### config.mk
export PLATFORM = sky130hd
export DESIGN_NAME = key_matrix_debounce_unit_flat
export DESIGN_NICKNAME = d
export VERILOG_FILES = /design/src/rtl/core/kmd_pkg.sv /design/src/rtl/core/kmd_item_if.sv /design/src/rtl/core/kmd_result_if.sv /design/src/rtl/core/kmd_cfg_if.sv /design/src/rtl/core/kmd_matrix.sv /design/src/rtl/core/key_matrix_debounce_unit.sv /design/src/flat_wrapper.sv
export VERILOG_INCLUDE_DIRS = /design/src /design/src/rtl/core
export SDC_FILE = /design/constraint.sdc
export NUM_CORES = 1
export LEC_CHECK = 0
export ABC_CLOCK_PERIOD_IN_PS = 13540
export BUFFER_PORTS_ARGS = -buffer_cell sky130_fd_sc_hd__buf_4
export CELL_PAD_IN_SITES_DETAIL_PLACEMENT = 0
export CELL_PAD_IN_SITES_GLOBAL_PLACEMENT = 2
export CORE_ASPECT_RATIO = 1.2
export CORE_MARGIN = 2
export CORE_UTILIZATION = 45
export DETAILED_ROUTE_END_ITERATION = 10
export GPL_TIMING_DRIVEN = 0
export PLACE_DENSITY = 0.95
export SYNTH_ARGS = -nofsm -noshare
export SYNTH_HDL_FRONTEND = slang
export SYNTH_SLANG_ARGS = --single-unit
### constraint.sdc
create_clock -name i_clk -period 13.54 [get_ports i_clk]
set_input_delay 1.354 -clock i_clk [delete_from_list [all_inputs] [get_ports i_clk]]
set_output_delay 1.354 -clock i_clk [all_outputs]
set_load 0.02 [all_outputs]
### src/rtl/core/key_matrix_debounce_unit_macros.svh
// Assertion macros for the key matrix debounce unit.
// They expect i_clk and i_rst_n in the scope where they are used.
`ifndef KEY_MATRIX_DEBOUNCE_UNIT_MACROS_SVH
`define KEY_MATRIX_DEBOUNCE_UNIT_MACROS_SVH

`ifndef NO_ASSERTIONS

// Checked out of reset only.
`define KMD_ASSERT(lbl, prop, msg) \
    lbl: assert property (@(posedge i_clk) disable iff (!i_rst_n) prop) else $error(msg);

// Checked at every edge, reset included.
`define KMD_ASSERT_ALWAYS(lbl, prop, msg) \
    lbl: assert property (@(posedge i_clk) prop) else $error(msg);

`else

`define KMD_ASSERT(lbl, prop, msg)
`define KMD_ASSERT_ALWAYS(lbl, prop, msg)

`endif

`endif

### src/rtl/core/kmd_pkg.sv
package kmd_pkg;

    localparam int ROWS = 5;
    localparam int COLS = 16;

    localparam int COL_W   = 4;
    localparam int ROW_W   = 5;
    localparam int SCAN_W  = 8;
    localparam int COUNT_W = 7;
    localparam int POP_W   = $clog2(ROWS + 1);

    localparam logic [SCAN_W-1:0] SETTLE_RESET = SCAN_W'(5);

    typedef logic [ROWS-1:0]    t_row;
    typedef logic [COUNT_W-1:0] t_count;
    typedef logic [SCAN_W-1:0]  t_scan;

    // Per-item status from the matrix store to the control logic.
    typedef struct packed {
        logic   in_range;
        logic   changed;
        t_row   stable_keys;
        t_count raw_total_next;
    } t_mat_stat;

    function automatic logic [POP_W-1:0] pop_rows(input t_row v);
        logic [POP_W-1:0] n;
        n = '0;
        for (int r = 0; r < ROWS; r++) begin
            n = n + POP_W'(v[r]);
        end
        return n;
    endfunction

endpackage

### src/rtl/core/kmd_item_if.sv
interface kmd_item_if
    import kmd_pkg::*;
();
    logic               valid;
    logic               ready;
    logic [COL_W-1:0]   column;
    logic [ROW_W-1:0]   row_bits;
    logic               end_of_scan;

    modport source (output valid, column, row_bits, end_of_scan, input ready);
    modport sink   (input valid, column, row_bits, end_of_scan, output ready);
endinterface

### src/rtl/core/kmd_result_if.sv
interface kmd_result_if
    import kmd_pkg::*;
();
    logic               valid;
    logic               ready;
    logic [ROW_W-1:0]   column_keys;
    logic               settled;
    logic               committed;
    logic [COUNT_W-1:0] key_count;

    modport source (output valid, column_keys, settled, committed, key_count, input ready);
    modport sink   (input valid, column_keys, settled, committed, key_count, output ready);
endinterface

### src/rtl/core/kmd_cfg_if.sv
interface kmd_cfg_if
    import kmd_pkg::*;
();
    logic              valid;
    logic              ready;
    logic [SCAN_W-1:0] settle_scans;

    modport source (output valid, settle_scans, input ready);
    modport sink   (input valid, settle_scans, output ready);
endinterface

### src/rtl/core/kmd_matrix.sv
`include "key_matrix_debounce_unit_macros.svh"

module kmd_matrix
    import kmd_pkg::*;
(
    input  logic             i_clk,
    input  logic             i_rst_n,
    input  logic             i_accept,
    input  logic [COL_W-1:0] i_column,
    input  t_row             i_rows,
    input  logic             i_commit,
    output t_mat_stat        o_stat
);

    t_row   r_raw    [COLS];
    t_row   r_stable [COLS];
    t_count r_raw_total;

    logic   w_in_range;
    logic   w_changed;
    t_row   w_raw_col;
    t_count w_total_next;

    always_comb begin
        w_in_range = 32'(i_column) < COLS;
        w_raw_col  = w_in_range ? r_raw[i_column] : '0;
        w_changed  = w_in_range && (w_raw_col != i_rows);
        // running count of pressed raw keys, adjusted by this column's change
        w_total_next = w_changed
            ? r_raw_total - COUNT_W'(pop_rows(w_raw_col)) + COUNT_W'(pop_rows(i_rows))
            : r_raw_total;
    end

    assign o_stat.in_range       = w_in_range;
    assign o_stat.changed        = w_changed;
    assign o_stat.stable_keys    = w_in_range ? r_stable[i_column] : '0;
    assign o_stat.raw_total_next = w_total_next;

    always_ff @(posedge i_clk) begin
        if (!i_rst_n) begin
            for (int c = 0; c < COLS; c++) begin
                r_raw[c]    <= '0;
                r_stable[c] <= '0;
            end
            r_raw_total <= '0;
        end else if (i_accept) begin
            if (w_changed) begin
                r_raw[i_column] <= i_rows;
                r_raw_total     <= w_total_next;
            end
            if (i_commit) begin
                // copy includes the column written in this same transaction
                for (int c = 0; c < COLS; c++) begin
                    r_stable[c] <= (w_in_range && (COL_W'(c) == i_column))
                                   ? i_rows : r_raw[c];
                end
            end
        end
    end

    `KMD_ASSERT(a_total_idle, !i_accept |=> $stable(r_raw_total), "raw total moved without a transaction")
    `KMD_ASSERT(a_total_range, r_raw_total <= COUNT_W'(ROWS * COLS), "raw total out of range")
    `KMD_ASSERT(a_commit_col, i_accept && i_commit && w_in_range |=> r_stable[$past(i_column)] == r_raw[$past(i_column)], "committed column differs from raw")

endmodule

### src/rtl/core/key_matrix_debounce_unit.sv
// Channel   Dir  Transaction payload
// i_item    in   column, row_bits, end_of_scan
// o_result  out  column_keys, settled, committed, key_count
// i_cfg     in   settle_scans (always ready)
//
// One item per cycle unless o_result stalls; each accepted item yields its
// result in the next cycle from the output register. The raw compare, counter
// reload/countdown and commit all resolve in the accept cycle. i_item is ready
// whenever the output register is empty or being drained, so a stall on o_result stalls input.
// Synchronous reset clears both matrices and loads the counter with 5.
`include "key_matrix_debounce_unit_macros.svh"

module key_matrix_debounce_unit
    import kmd_pkg::*;
(
    input  logic          i_clk,
    input  logic          i_rst_n,
    kmd_item_if.sink      i_item,
    kmd_result_if.source  o_result,
    kmd_cfg_if.sink       i_cfg
);

    t_scan     r_settle_scans;
    t_scan     r_settle_cnt;
    t_count    r_pressed_total;

    logic      r_out_valid;
    t_row      r_out_keys;
    logic      r_out_settled;
    logic      r_out_committed;
    t_count    r_out_count;

    t_mat_stat w_stat;
    logic      w_accept;
    t_scan     w_reload;
    t_scan     n_settle_cnt;
    t_scan     w_cnt_loaded;
    logic      w_dec;
    logic      w_commit;
    t_row      w_rows;
    t_row      w_keys;
    t_count    n_pressed_total;

    assign i_cfg.ready  = 1'b1;
    assign i_item.ready = !r_out_valid || o_result.ready;
    assign w_accept     = i_item.valid && i_item.ready;
    assign w_rows       = t_row'(i_item.row_bits);

    kmd_matrix u_matrix (
        .i_clk    (i_clk),
        .i_rst_n  (i_rst_n),
        .i_accept (w_accept),
        .i_column (i_item.column),
        .i_rows   (w_rows),
        .i_commit (w_commit),
        .o_stat   (w_stat)
    );

    always_comb begin
        // zero setting behaves as one pass
        w_reload     = (r_settle_scans == '0) ? SCAN_W'(1) : r_settle_scans;
        w_cnt_loaded = w_stat.changed ? w_reload : r_settle_cnt;
        w_dec        = i_item.end_of_scan && (w_cnt_loaded != '0);
        w_commit     = w_dec && (w_cnt_loaded == SCAN_W'(1));
        n_settle_cnt = w_dec ? w_cnt_loaded - SCAN_W'(1) : w_cnt_loaded;
        n_pressed_total = w_commit ? w_stat.raw_total_next : r_pressed_total;
        if (!w_stat.in_range) begin
            w_keys = '0;
        end else if (w_commit) begin
            w_keys = w_rows;
        end else begin
            w_keys = w_stat.stable_keys;
        end
    end

    always_ff @(posedge i_clk) begin
        if (!i_rst_n) begin
            r_settle_scans  <= SETTLE_RESET;
            r_settle_cnt    <= SETTLE_RESET;
            r_pressed_total <= '0;
            r_out_valid     <= 1'b0;
        end else begin
            if (i_cfg.valid && i_cfg.ready) begin
                r_settle_scans <= i_cfg.settle_scans;
            end
            if (w_accept) begin
                r_settle_cnt    <= n_settle_cnt;
                r_pressed_total <= n_pressed_total;
                r_out_valid     <= 1'b1;
            end else if (o_result.ready) begin
                r_out_valid <= 1'b0;
            end
        end
    end

    always_ff @(posedge i_clk) begin
        if (w_accept) begin
            r_out_keys      <= w_keys;
            r_out_settled   <= (n_settle_cnt == '0);
            r_out_committed <= w_commit;
            r_out_count     <= n_pressed_total;
        end
    end

    assign o_result.valid       = r_out_valid;
    assign o_result.column_keys = r_out_keys;
    assign o_result.settled     = r_out_settled;
    assign o_result.committed   = r_out_committed;
    assign o_result.key_count   = r_out_count;

    `KMD_ASSERT(a_commit_zero, w_accept && w_commit |=> r_settle_cnt == '0, "commit left counter nonzero")
    `KMD_ASSERT(a_cnt_idle, !w_accept |=> $stable(r_settle_cnt) && $stable(r_pressed_total), "counter moved without a transaction")
    `KMD_ASSERT(a_commit_settled, r_out_valid && r_out_committed |-> r_out_settled, "commit reported while unsettled")
    `KMD_ASSERT_ALWAYS(a_rst_empty, !i_rst_n |=> !r_out_valid, "result valid right after reset")

endmodule
### src/flat_wrapper.sv
// flat-port wrapper written by rule: the top's interface ports become plain ports
module key_matrix_debounce_unit_flat import kmd_pkg::*;
  (i_clk, i_rst_n, i_item_valid, i_item_column, i_item_row_bits, i_item_end_of_scan, i_item_ready, o_result_valid, o_result_column_keys, o_result_settled, o_result_committed, o_result_key_count, o_result_ready, i_cfg_valid, i_cfg_settle_scans, i_cfg_ready);
  kmd_item_if i_item_i ();
  kmd_result_if o_result_i ();
  kmd_cfg_if i_cfg_i ();
  input  logic i_clk;
  input  logic i_rst_n;
  input wire logic [$bits(i_item_i.valid)-1:0] i_item_valid;
  input wire logic [$bits(i_item_i.column)-1:0] i_item_column;
  input wire logic [$bits(i_item_i.row_bits)-1:0] i_item_row_bits;
  input wire logic [$bits(i_item_i.end_of_scan)-1:0] i_item_end_of_scan;
  output wire logic [$bits(i_item_i.ready)-1:0] i_item_ready;
  output wire logic [$bits(o_result_i.valid)-1:0] o_result_valid;
  output wire logic [$bits(o_result_i.column_keys)-1:0] o_result_column_keys;
  output wire logic [$bits(o_result_i.settled)-1:0] o_result_settled;
  output wire logic [$bits(o_result_i.committed)-1:0] o_result_committed;
  output wire logic [$bits(o_result_i.key_count)-1:0] o_result_key_count;
  input wire logic [$bits(o_result_i.ready)-1:0] o_result_ready;
  input wire logic [$bits(i_cfg_i.valid)-1:0] i_cfg_valid;
  input wire logic [$bits(i_cfg_i.settle_scans)-1:0] i_cfg_settle_scans;
  output wire logic [$bits(i_cfg_i.ready)-1:0] i_cfg_ready;
  assign i_item_i.valid = i_item_valid;
  assign i_item_i.column = i_item_column;
  assign i_item_i.row_bits = i_item_row_bits;
  assign i_item_i.end_of_scan = i_item_end_of_scan;
  assign i_item_ready = i_item_i.ready;
  assign o_result_valid = o_result_i.valid;
  assign o_result_column_keys = o_result_i.column_keys;
  assign o_result_settled = o_result_i.settled;
  assign o_result_committed = o_result_i.committed;
  assign o_result_key_count = o_result_i.key_count;
  assign o_result_i.ready = o_result_ready;
  assign i_cfg_i.valid = i_cfg_valid;
  assign i_cfg_i.settle_scans = i_cfg_settle_scans;
  assign i_cfg_ready = i_cfg_i.ready;
  key_matrix_debounce_unit u_core (.i_clk(i_clk), .i_rst_n(i_rst_n), .i_item(i_item_i), .o_result(o_result_i), .i_cfg(i_cfg_i));
endmodule
-- Yosys cells after proc, flatten, opt, wreduce, memory -nomap -nowiden
Memory sizes are Yosys's and may differ from the RTL's.
Index checks and enable logic that the tools add are counted.
- register bits: 45
- memory bits (writable): 160
- bits of input ports: 23
- output and inout bits: 17
- word-level logic and storage cells: 119
- memories kept: 2
- add/subtract/negate cells: 11
- equality and inequality tests: 17
- multiplexer cells: 52
- bitwise operators: 16
- reduce and logical (&&, ||, !) cells: 12
- memory list (memory ; words ; bits a word ; rd ports ; clocked after memory_dff ; write ports ; line ; source):
    u_core.u_matrix.r_raw ; 16 ; 5 ; 17 ; 0 ; 16 ; kmd_matrix.sv:15 ; t_row r_raw [COLS];
    u_core.u_matrix.r_stable ; 16 ; 5 ; 1 ; 0 ; 16 ; kmd_matrix.sv:16 ; t_row r_stable [COLS];
- operators by type and width (cell ; number):
    $mux 5 ; 34
    $eq 4x4->1 const A ; 8
    $mux 8 ; 3
    $eq 3x4->1 const A ; 4
    $logic_not 8->1 ; 2
    $or 1x1->1 ; 16
    $mux 7 ; 2
    $add 3x1->3 ; 4
    $mux 1 ; 12
    $eq 2x4->1 const A ; 2
    $eq 8x1->1 const B ; 1
    $reduce_bool 8->1 ; 1
    $sub 8x1->8 const B ; 1
    $add 7x3->7 ; 1
    $sub 7x3->7 ; 1
    $add 2x1->3 ; 2
    $ne 5x5->1 ; 1
    $reduce_or 5->1 ; 1
    $add 1x1->2 ; 2
    $eq 1x4->1 const A ; 1
    $logic_not 4->1 ; 1
    $mux 4 ; 1
    $logic_and 1x1->1 ; 3
    $reduce_and 2->1 ; 1
    other kinds (3) ; 3

-- Depth between registers and ports, before layout
- word-level depth: 11
- gate-level depth with buffers: 25
- gate-level depth less buffers: 22

-- By module
A second synthesis with hierarchy kept.
- cell total of the unflattened synthesis: 991
- area, all modules: 11020.6 sq um
- by module, submodules not included (module ; times used ; cells each ; area an instance (sq um) ; sequential area each (sq um)):
    kmd_matrix ; 1 ; 808 ; 9029.9 ; 4944.7
    key_matrix_debounce_unit ; 1 ; 183 ; 1990.7 ; 900.9

-- Worst setup path before layout
OpenSTA, ideal clock, no wires.
- path type: input to register
- start point: input i_item_column[0]
- end point: register u_core.r_out_count[6] (netlist: u_core.o_result.key_count[6]) (data pin)
- setup time: 0.260 ns
- arrival: 6.098 ns
- data required time: 13.280 ns
- path slack: 7.182 ns
- stages: 21
- path buffers: 1
- path through: buf_6 -> mux4_1 -> nor2b_1 -> a211oi_1 -> a21oi_1 -> fa_1 -> fa_1 -> fa_1 -> inv_1 -> fa_1 -> ha_1 -> fa_1 -> a21oi_1 -> nor2_1 -> nor2_1 -> o21bai_1 -> a21oi_1 -> xnor2_1 -> nand2_1 -> xnor2_1 -> mux2_2
- word-level cells in the longest chain between the ends: 9
- elaborated cells on any way between the ends: 15
- classes of those cells: 6 x add/sub; 2 x eq/ne; 3 x mux; 3 x reduce/logical; 1 x memory
- RTL lines (what ; line ; source):
    from (decl) ; flat_wrapper.sv:10 ; input wire logic [$bits(i_item_i.column)-1:0] i_item_column;
    $mem_v2 16x5 (*) ; -- ;
    $add 1x1->2 ; kmd_pkg.sv:30 ; n = n + POP_W'(v[r]);
    $add 2x1->3 ; kmd_pkg.sv:30 ;
    $add 3x1->3 (2 in series) ; kmd_pkg.sv:30 ;
    $sub 7x3->7 ; kmd_matrix.sv:30 ; ? r_raw_total - COUNT_W'(pop_rows(w_raw_col)) + COUNT_W'(pop_rows(i_rows))
    $add 7x3->7 ; kmd_matrix.sv:30 ;
    $mux 7 ; kmd_matrix.sv:30 ;
    $mux 7 (*) ; key_matrix_debounce_unit.sv:66 ; n_pressed_total = w_commit ? w_stat.raw_total_next : r_pressed_total;
    via u_core.n_pressed_total[6] ; key_matrix_debounce_unit.sv:42 ; t_count n_pressed_total;
    to (signal assigned) ; key_matrix_debounce_unit.sv:101 ; r_out_count <= n_pressed_total;
    to (decl) ; key_matrix_debounce_unit.sv:31 ; t_count r_out_count;
Mark *: on every way through the listed nets, which the timed path passes. The rest lies on a longest branch.
A chain may end at the register's enable or synchronous reset.

-- Worst setup path after layout
- start point: input i_item_column[2]
- end point: register u_core.r_out_count[6] (netlist: u_core.o_result.key_count[6]) (data pin)
Same word-level chain as after synthesis.

==> metrics <==
#FFs+latches synth=just over 200; Antenna Diode Count=0; # rows=61; largest net degree at the start of global routing=80; Nets=roughly 1100; Total Wirelength=approximately 31 mm; Worst EP arrival=~7 ns; unique cell type count in the Yosys netlist=61; RSZ-0062 raised after global routing=no; VDD IR max=approximately 0.13 mV; Die H=173.3 um; HPWL Detailed=around 23 mm; Bufs on Longest Clock Path=3; Synthesized Nets=between 1000 and 1500; cts hold-fix bufs=0; CP required=between 10 and 15 ns; DR vias/cell=5.620; Mapped Cells=about 1000; main combinational cell family by area after synthesis=simple AND/OR/NAND/NOR gates; Die X=roughly 150 um; Core ar.=0.02335 mm^2; Tcrit/Tclk final=0.4876; Tightest Pin Transition=approximately 0.95 ns; Critical Path Fanout Max=10; setup TNS=0 ns; DR vias=roughly 7800; initial drt markers=a little under 1000; Syn. warnings=0; CP startpoint kind=primary input; flip-flop and latch area=between 0.005 and 0.006 mm^2; final instance area=0.01223 mm^2; # setup viols final=0; mux contribution to synthesized area=0.1309; Starting Density=0.4601; asr flop ratio synth=0; Pwr per Cell Area=roughly 150 mW/mm^2; first-pass detailed-route iteration total=6; CTS H-tree depth=1; max-slew violation count=0; RePlAce Congestion=just under 1; Slew HR=0.3614; Fmax=between 150 and 200 MHz; I/O pins=40; insertion delay to the later sink of the worst-skew pair=0.51 ns; Post-CTS Setup Bufs=0; post-synthesis compound-gate area fraction=0.08442; Adder-Cell Fraction of Synth Area=0.02701; Final Util=0.5236; Leak=around 4.6 nW; Port Buffers=29; Critical Path End Type=register; drt wl/cell=between 20 and 25 um; worst-case clock skew=around 0.0086 ns; final hold violation count=0; Total Die Area=around 0.025 mm^2; register area share after synthesis=0.5440; max-capacitance violation count=0; total track usage=0.2454; area delta synth->final=13.81%; antenna viol nets, final=0; Num CTS Buffers=23; Sink Count=205; Overflow after GRT=0; Hold Crit Class=reg2reg; simple-gate share of the synthesized area=0.1530; Root Driver=clkbuf_16; Placed Instance Area=roughly 0.011 mm^2; first-pass GRT wire length=between 40 and 50 mm; CTS resizes=0; kind of critical path=in2reg; cell area after synthesis=0.01075 mm^2; Synth Flop Type=edfxtp_1; EDFF count, synth=about 170; CTS tree=built; share of layout cells above drive strength 1=0.1264; status=finished, final reports clean; number of global-route vias before repair=about 7700; Mean Syn Cell Area=10.69 um^2; fill cell count=roughly 2100; Clk pin slew, worst setup/hold paths=around 0.060 ns; DR DRC count=0; Multi-input gate area=around 0.0044 mm^2; Final Critical Period=6.602 ns; Synth Area in XOR/XNOR=0.01712; number of antenna violations at the first check in global routing=0
metal layers:
layer,GRT usage,part of all wire,vias to the layer above,routed length [um]
met4,0.1283,0.055,0,1706
met1,0.3076,0.40,3768,12210
met2,0.4212,0.49,297,15180
met3,0.02763,0.057,88,1755
li1,-,-,3665,-
met5,0,0,-,0
final timing paths:
path / startpoint / end / slack, ns / depth (start not counted)
max: i_item_column[2] / u_core.o_result.key_count[6] / 6.94 / 20
max reg2reg: u_core.u_matrix.r_raw[8][0] / u_core.o_result.key_count[6] / 7.78 / 20
min reg2reg: u_core.u_matrix.r_raw_total[1] / u_core.u_matrix.r_raw_total[1] / 0.46 / 2
min: u_core.u_matrix.r_raw_total[1] / u_core.u_matrix.r_raw_total[1] / 0.46 / 2
worst max-delay path: stages:
cell      delay (ns)
clkbuf_1        0.43
buf_2           0.47
clkbuf_1        0.66
mux2i_1         0.27
ha_1            0.27
fa_1            0.49
fa_1            0.50
inv_1           0.05
fa_1            0.45
ha_1            0.22
fa_1            0.41
a21oi_1         0.15
nor2_1          0.05
nor2_1          0.15
o21bai_1        0.08
a21oi_1         0.17
xnor2_1         0.15
nand2_1         0.09
xnor2_1         0.17
mux2_2          0.28
synthesized netlist by cell type (2+ instances only):
master | instances | area, um^2
nor2_1 | 169 | 634.4
xnor2_1 | 17 | 148.9
a21oi_1 | 96 | 480.5
buf_1 | 6 | 22.52
nor4_1 | 5 | 31.28
o211ai_1 | 3 | 22.52
clkbuf_1 | 53 | 198.9
and2b_1 | 3 | 22.52
o31ai_1 | 2 | 15.01
buf_2 | 7 | 35.03
mux2_2 | 10 | 112.6
a311oi_1 | 5 | 43.79
nand4_1 | 3 | 18.77
inv_1 | 23 | 86.33
mux2i_1 | 52 | 520.5
nor3_1 | 9 | 45.04
dfxtp_1 | 31 | 620.6
nand3b_1 | 2 | 15.01
ha_1 | 12 | 150.1
nand2_1 | 162 | 608.1
nor2b_1 | 6 | 37.54
buf_6 | 6 | 67.56
edfxtp_1 | 174 | 5225
mux4_2 | 32 | 720.7
nand2b_1 | 2 | 12.51
buf_4 | 2 | 15.01
fa_1 | 7 | 140.1
nand3_1 | 27 | 135.1
xor2_1 | 4 | 35.03
clkinv_1 | 4 | 15.01
a22oi_1 | 8 | 60.06
or4_1 | 2 | 15.01
o21bai_1 | 2 | 15.01
a211oi_1 | 3 | 22.52
o21ai_0 | 30 | 150.1
cells in the final DEF (no fill, tap or decap), types with 5 or more instances in the layout:
master       n
mux2i_1     52
mux4_2      32
buf_6        6
a21oi_1     96
dfxtp_1     31
nand2_1    161
buf_2        8
clkbuf_1    58
nor4_1       5
nor2b_1      6
bufinv_16    6
ha_1        12
clkbuf_16   23
xnor2_1     17
mux2_2      10
buf_1        5
a22oi_1      8
nand3_1     27
a311oi_1     5
o21ai_0     30
inv_1       23
fa_1         7
edfxtp_1   174
nor3_1       9
buf_4       31
nor2_1     169
per-stage QoR:
| step | setup slack [ns] | hold WS (ns) | power [mW] | std cells |
|---|---|---|---|---|
| after floorplan | 7.182 | 0.4363 | 1.029 | 1005 |
| after global placement | 5.990 | 0.4424 | 1.122 | 1349 |
| after detailed placement | 6.460 | 0.4511 | 1.127 | 1350 |
| after CTS | 6.981 | 0.4600 | 1.810 | 1391 |
| after global routing | 6.711 | 0.4925 | 1.878 | 1391 |
| final | 6.938 | 0.4554 | 1.799 | 1391 |
report_power, final:
group	switching, mW	leakage (nW)	internal, mW
sequential	0.0221	2.03	0.725
combinational	0.216	2.14	0.151
clock	0.243	0.411	0.442
sequential cells by signal (all words and copies together), names as in the netlist:
| signal | count |
|---|---|
| u_core.o_result.valid | 1 |
| u_core.r_pressed_total | 7 |
| u_core.o_result.committed | 1 |
| u_core.u_matrix.r_raw | 80 |
| u_core.o_result.settled | 1 |
| u_core.u_matrix.r_raw_total | 7 |
| u_core.o_result.key_count | 7 |
| u_core.u_matrix.r_stable | 80 |
| u_core.o_result.column_keys | 5 |
| u_core.r_settle_scans | 8 |
| u_core.r_settle_cnt | 8 |
area by class of cell:
| type | count | area share |
|---|---|---|
| tap | 315 | 0.03223 |
| multi-input combinational | 697 | 0.3633 |
| buffer | 75 | 0.02947 |
| sequential | 205 | 0.4780 |
| timing repair buffer | 30 | 0.02005 |
| clock buffer | 31 | 0.05197 |
| clock inverter | 10 | 0.01637 |
| inverter | 28 | 0.008594 |
cells by family (layout without fill, tap and decap cells):
logic type / count (synthesis) / after routing
buffers and inverters: 103 / 174
and+or+nand+nor: 399 / 399
muxes: 97 / 97
AOI/OAI and AO/OA: 160 / 160
adders and majority gates: 19 / 19
DFF: 205 / 205
xor gates and xnor gates: 21 / 21
other: 1 / 1
(Power assumes the default switching activity.)
